File: src/rtl/epoc_pkg.sv
// Package for the encoding pattern overlap checker.
// Holds the stored-entry and result word types and the table constants.
// No dependencies.
package epoc_pkg;

	localparam int TABLE_DEPTH_DEF = 64;
	// Results per item, closing status included.
	localparam int RESULT_LIMIT    = 64;
	localparam int NCONF_W         = $clog2(RESULT_LIMIT);

	typedef struct packed {
		logic [63:0] mask;
		logic [63:0] value;
		logic [7:0]  priority_lvl;
		logic        guard;
		logic [15:0] id;
	} entry_t;

	typedef struct packed {
		logic        is_conflict;
		logic [15:0] first_instruction;
		logic [15:0] second_instruction;
		logic [63:0] witness_word;
		logic        table_overflow;
		logic        last_result;
	} result_t;

	typedef enum logic [1:0] {
		ST_IDLE,
		ST_SCAN,
		ST_CLOSE
	} scan_state_t;

endpackage

File: src/rtl/epoc_scan.sv
// Scan sequencer: latches one pattern, walks the store one entry per cycle
// unless stalled, emits conflict words, then closes and stores it if room.
// Depends on epoc_pkg; drives epoc_table.
module epoc_scan #(
	parameter int DEPTH = epoc_pkg::TABLE_DEPTH_DEF,
	parameter int AW    = $clog2(DEPTH),
	parameter int CW    = $clog2(DEPTH + 1)
) (
	input  logic              clk,
	input  logic              arst_n,
	input  logic              in_valid,
	output logic              in_stall,
	input  logic              start_set,
	input  epoc_pkg::entry_t  in_entry,
	output logic              wr_en,
	output logic [AW-1:0]     wr_addr,
	output epoc_pkg::entry_t  wr_data,
	output logic              rd_en,
	output logic [AW-1:0]     rd_addr,
	input  epoc_pkg::entry_t  rd_data,
	input  logic              can_push,
	output logic              push,
	output epoc_pkg::result_t res
);
	import epoc_pkg::*;

	scan_state_t        state_q, state_d;
	entry_t             item_q;
	logic [AW-1:0]      idx_q;
	logic [CW-1:0]      count_q;
	logic [NCONF_W-1:0] nconf_q;

	logic accept;
	logic full;
	logic last_idx;
	logic overlap, same_prio, refine_a, refine_b, no_guard, match, emit;
	logic [63:0] both_mask;

	assign accept   = in_valid && (state_q == ST_IDLE);
	assign in_stall = (state_q != ST_IDLE);
	assign full     = (count_q == CW'(DEPTH));
	assign last_idx = ((CW'(idx_q) + CW'(1)) == count_q);

	// Pair test between the stored entry and the latched pattern.
	always_comb begin
		both_mask = rd_data.mask & item_q.mask;
		overlap   = ((rd_data.value ^ item_q.value) & both_mask) == 64'd0;
		same_prio = (rd_data.priority_lvl == item_q.priority_lvl);
		refine_a  = (both_mask == item_q.mask) && (rd_data.mask != item_q.mask);
		refine_b  = (both_mask == rd_data.mask) && (rd_data.mask != item_q.mask);
		no_guard  = !rd_data.guard && !item_q.guard;
		match     = overlap && same_prio && !refine_a && !refine_b && no_guard;
		// Beyond the record limit further hits are dropped.
		emit      = match && (nconf_q != NCONF_W'(RESULT_LIMIT - 1));
	end

	assign wr_addr = count_q[AW-1:0];
	assign wr_data = item_q;

	always_comb begin
		state_d = state_q;
		rd_en   = 1'b0;
		rd_addr = idx_q;
		wr_en   = 1'b0;
		push    = 1'b0;
		res     = '0;
		unique case (state_q)
			ST_IDLE: begin
				if (in_valid) begin
					if (start_set || (count_q == '0)) begin
						state_d = ST_CLOSE;
					end else begin
						rd_en   = 1'b1;
						rd_addr = '0;
						state_d = ST_SCAN;
					end
				end
			end
			ST_SCAN: begin
				res.is_conflict        = 1'b1;
				res.first_instruction  = rd_data.id;
				res.second_instruction = item_q.id;
				res.witness_word       = (rd_data.value & rd_data.mask) |
				                         (item_q.value & item_q.mask);
				if (!emit || can_push) begin
					push = emit;
					if (last_idx) begin
						state_d = ST_CLOSE;
					end else begin
						rd_en   = 1'b1;
						rd_addr = idx_q + AW'(1);
					end
				end
			end
			ST_CLOSE: begin
				res.table_overflow = full;
				res.last_result    = 1'b1;
				if (can_push) begin
					push    = 1'b1;
					wr_en   = !full;
					state_d = ST_IDLE;
				end
			end
			default: state_d = ST_IDLE;
		endcase
	end

	always_ff @(posedge clk or negedge arst_n) begin
		if (!arst_n) begin
			state_q <= ST_IDLE;
		end else begin
			state_q <= state_d;
		end
	end

	always_ff @(posedge clk or negedge arst_n) begin
		if (!arst_n) begin
			count_q <= '0;
			nconf_q <= '0;
			idx_q   <= '0;
		end else begin
			if (accept && start_set) begin
				count_q <= '0;
			end else if (wr_en) begin
				count_q <= count_q + CW'(1);
			end
			if (accept) begin
				nconf_q <= '0;
			end else if (push && res.is_conflict) begin
				nconf_q <= nconf_q + NCONF_W'(1);
			end
			if (rd_en) begin
				idx_q <= rd_addr;
			end
		end
	end

	always_ff @(posedge clk) begin
		if (accept) begin
			item_q <= in_entry;
		end
	end

	a_scan_nonempty: assert property (@(posedge clk) disable iff (!arst_n)
		state_q == ST_SCAN |-> count_q != '0)
		else $error("scan with empty store");
	a_idx_in_range: assert property (@(posedge clk) disable iff (!arst_n)
		state_q == ST_SCAN |-> CW'(idx_q) < count_q)
		else $error("scan index past fill count");
	a_conf_limit: assert property (@(posedge clk) disable iff (!arst_n)
		push && res.is_conflict |-> nconf_q != NCONF_W'(RESULT_LIMIT - 1))
		else $error("conflict record past limit");
	a_count_bound: assert property (@(posedge clk) disable iff (!arst_n)
		count_q <= CW'(DEPTH))
		else $error("fill count above depth");
	a_write_only_close: assert property (@(posedge clk) disable iff (!arst_n)
		wr_en |-> state_q == ST_CLOSE && push && !full)
		else $error("store write outside closing step");

endmodule

File: config.mk
export PLATFORM = sky130hd
export DESIGN_NAME = epoc_scan
export DESIGN_NICKNAME = d
export VERILOG_FILES = /design/src/rtl/epoc_pkg.sv /design/src/rtl/epoc_scan.sv
export SDC_FILE = /design/constraint.sdc
export NUM_CORES = 1
export LEC_CHECK = 0
export ABC_AREA = 1
export BUFFER_PORTS_ARGS = -buffer_cell sky130_fd_sc_hd__buf_2
export CAP_MARGIN = 10
export CORE_AREA = 3 3 223 225
export DETAILED_ROUTE_END_ITERATION = 10
export DIE_AREA = 0 0 226 228
export GPL_TIMING_DRIVEN = 1
export MAX_ROUTING_LAYER = met4
export SYNTH_ARGS = -nofsm -noshare
export SYNTH_HDL_FRONTEND = slang
export SYNTH_SLANG_ARGS = --single-unit
File: constraint.sdc
create_clock -name clk -period 10.8 [get_ports clk]
set_input_delay 3.24 -clock clk [delete_from_list [all_inputs] [get_ports clk]]
set_output_delay 3.24 -clock clk [all_outputs]
set_load 0.02 [all_outputs]
==> metrics.md <==
| Metric | Value |
|---|---|
| Setup violations, final | `0` |
| Cell Rows | `80` |
| Async SR Flop Fraction | `0.121` |
| Hold Path Origin | `state_q[1]$_DFFE_PN0P_` |
| CTS root buf | `clkbuf_16` |
| YS warnings | `0` |
| Clk slew on worst S/H paths | `about 0.080 ns` |
| Most frequent CP cell | `nand2_1` |
| Period utilization | `0.831` |
| Net Count, Synth | `approximately 2100` |
| Kind of critical path | `in2out` |
| Reg2reg setup slack | `8.02 ns` |
| Final Non-Filler Cells | `around 2800` |
| Layout net count | `2668` |
| Postcts setup bufs | `0` |
| Clock Power Share | `0.214` |
| Worst-margin pin slew | `0.849 ns` |
| Status | `complete, no violations` |
| Multiplexer share of the synthesized area | `0` |
| Synth Instances | `around 1600` |
| Finished Core Util | `0.354` |
| Fin Setup TNS | `0 ns` |
| Top cells by count, synth | `nand2_1 (466), inv_1 (320), ha_1 (199)` |
| Fmax | `0.111 GHz` |
| Design area | `roughly 17000 um2` |
| Cell Chain, Critical Path | `buf_2 > ha_1 > nand4_1 > nor2_1 > nand2_1 > nor2_1 > nand2_1 > a21oi_1 > nand3_1 > nand2_4 > inv_2 > nand2_1 > nand3_2 > nand2_1 > buf_2` |
| Post-Synthesis Cell Area | `12700 um2` |
| Pre-Repair DR Iteration Count | `5` |
| Seq pwr share | `0.369` |
| Global-route wire length before repair | `75.4 mm` |
| Critical Path Start | `rd_data[146]` |
| Final Critical Period | `~9 ns` |
| Pint | `~1.7 mW` |
| RSZ-0062 raised after global routing | `no` |
| Critical-path top delay cell | `ha_1` |
| Synth top area share | `0.363` |
| Iter 0 DRT Violations | `a little over 700` |
| WL final | `approximately 52 mm` |
| Largest family of logic cells by synthesized area | `simple AND/OR/NAND/NOR gates` |
| Worst-case reg-to-reg path depth | `14` |
| Clk_lat worst skew | `0.50 ns` |
| Pwr Density | `roughly 180 nW/um2` |
| PortBufs | `a little under 600` |
| Crit path DAT | `5.73 ns` |
| Synth-to-layout area growth | `33.4%` |
| Clk_skew | `between 0.02 and 0.025 ns` |
| Worst Path Max Fanout | `7` |
| Simple logic cell fraction of the synthesized area | `0.255` |
| Die W | `226 um` |
| Share of post-route cells with drive strength above 1 | `0.296` |
| Static Leak | `about 9.6 nW` |
| Slowest stage delay, CP | `between 0.3 and 0.4 ns` |
| Sw Share | `0.454` |
| Routability cong. | `between 0.9 and 1` |
| Max_cap viols | `0` |
| Synth area leaders | `edfxtp_1 (36%), ha_1 (20%), nand2_1 (14%), inv_1 (9.5%), nor2_1 (4.3%)` |
| DP Wirelength | `44.2 mm` |
| Global Route Usage Sum | `0.204` |
| Req. time, crit path | `~7.6 ns` |
| DP Area | `approximately 16000 um2` |
| Initial core utilization | `0.265` |
| Setup crit end | `rd_addr[2]` |
| Post-CTS Resized | `0` |
| DP Cell Count | `approximately 2800` |
| Top-count cell post-synth | `nand2_1` |
| Drt drc | `0` |
| Grt ovf | `0` |
| Clock Path Buffers | `2` |
| Core area | `about 48000 um2` |
| Antenna violations before repair | `8` |
| Antenna-violating nets left | `0` |
| TritonCTS clock tree | `built` |
| Worst min-delay path category | `reg2reg` |
| Worst slew margin | `0.434` |
| Die H | `228 um` |
| Peak VDD IR | `~110 uV` |
| Slew Limit Fails | `0` |
| Main flop type after synthesis | `edfxtp_1` |
| XOR/XNOR Fraction of Synth Area | `0.00623` |
| CTS Hold Bufs | `0` |
| DR WL/cell | `approximately 19 um` |
| Total power | `3.09 mW` |
| Clock sink count | `between 150 and 200` |
| Post-synthesis average cell area | `8.04 um2` |
| I/O pins | `roughly 580` |
| Die Area | `slightly above 50000 um2` |
| Area share of fa/ha/maj cells after synthesis | `0.197` |
| Net Sw Power | `roughly 1.4 mW` |
| Largest net degree at the start of global routing | `between 60 and 70` |
| Compound-Gate Fraction of Synth Area | `0.0343` |
| CP Launch Type | `primary input` |
| Yosys top cell by area | `edfxtp_1` |
| Worst r2r dst | `idx_q[2]$_DFFE_PN0P_` |
| TritonCTS buffer count | `17` |
| Fin. Hold Viols | `0` |
| Synth cell types | `34` |
| Sequential area share after synthesis | `0.405` |
| Vias in the first global route | `12200` |
| CP Capture Type | `output pin` |
| FF-to-FF Start | `wr_data[146]$_DFFE_PP_` |
| Combinational power share | `0.417` |
| Vias | `12300` |
| H-tree depth | `4` |
| Post-synth EDFFs | `roughly 150` |
| Drt via density | `around 4.4` |
| Seq cells post-synth | `roughly 170` |
==> stage by stage <==
step	worst slack (ns)	hold WS, ns
2_1_floorplan	1.69	0.467
3_3_place_gp	1.71	0.486
3_5_place_dp	1.72	0.491
4_1_cts	1.72	0.510
5_1_grt	1.61	0.538
6_report	1.83	0.506
==> layer usage <==
layer  part of all wire  vias to the layer above  GRT usage
met5                  0                        -          -
met1               0.44                     5748      0.249
met3              0.051                       60     0.0365
li1                   -                     6088          -
met4              0.020                        0     0.0590
met2               0.49                      434      0.345
==> registers in the layout, summed over array words and instances (netlist names) <==
| register | count |
|---|---|
| wr_data | 153 |
| count_q | 7 |
| idx_q | 6 |
| nconf_q | 6 |
| state_q | 2 |
==> power groups by stage <==
stage / sequential [mW] / clock (mW) / combinational, mW
4_1_cts: 1.14 / 0.685 / 1.31
3_3_place_gp: 1.15 / 0 / 1.29
5_1_grt: 1.16 / 0.700 / 1.43
6_report: 1.14 / 0.662 / 1.29
2_1_floorplan: 1.25 / 0 / 0.649
3_5_place_dp: 1.15 / 0 / 1.30
==> placed cells by master (no fill, tap or decap), types with 2 or more instances in the layout <==
master / instances
a21oi_1: 74
inv_8: 2
nor4_1: 2
nor2_1: 144
buf_4: 4
nand2_1: 466
or2_2: 8
xor2_1: 9
ha_1: 198
nand3b_1: 2
o21ai_0: 7
inv_2: 2
or2_0: 2
nand3_1: 87
diode_2: 8
nand4_1: 35
edfxtp_1: 153
nor3b_1: 2
nand3_2: 7
dfrtp_1: 21
bufinv_16: 2
clkinvlp_4: 3
nor3_2: 2
clkbuf_16: 17
nand2_2: 3
inv_1: 319
inv_6: 6
nor3_1: 5
buf_2: 578
==> how the worst min path moves through the flow <==
stage / to / slack [ns] / cells past startpoint
4_1_cts: state_q[1]$_DFFE_PN0P_ / 0.51 / 2
5_1_grt: state_q[1]$_DFFE_PN0P_ / 0.54 / 2
3_3_place_gp: state_q[1]$_DFFE_PN0P_ / 0.49 / 2
6_report: state_q[1]$_DFFE_PN0P_ / 0.51 / 2
3_5_place_dp: state_q[1]$_DFFE_PN0P_ / 0.49 / 2
2_1_floorplan: state_q[1]$_DFFE_PN0P_ / 0.47 / 2
==> worst max-delay path: cells and delay by family <==
family	cells	cell delay, ns
compound gates	1	0.31
simple gates	10	1.45
fa+ha+maj	1	0.36
buf+inv	3	0.37
==> kinds of logic (layout without fill, tap and decap cells) <==
kind of cell,Yosys count,after routing
other,0,8
AND/OR/NAND/NOR,768,768
AO/OA/AOI/OAI,85,85
flip-flops,174,174
XOR/XNOR,9,9
buffers and inverters,340,936
adder cells (fa/ha/maj),199,199
==> layout make-up <==
class                   instances  area [um2]
clock buffers                  17         425
repair buffers                582        2920
clock inverters                15         179
inverters                     322        1210
diodes                          8        20.0
well taps                     615         769
flip-flops and latches        174        5120
fillers                      5010       30900
multi-input cells            1061        6230
(Power assumes the default switching activity.)
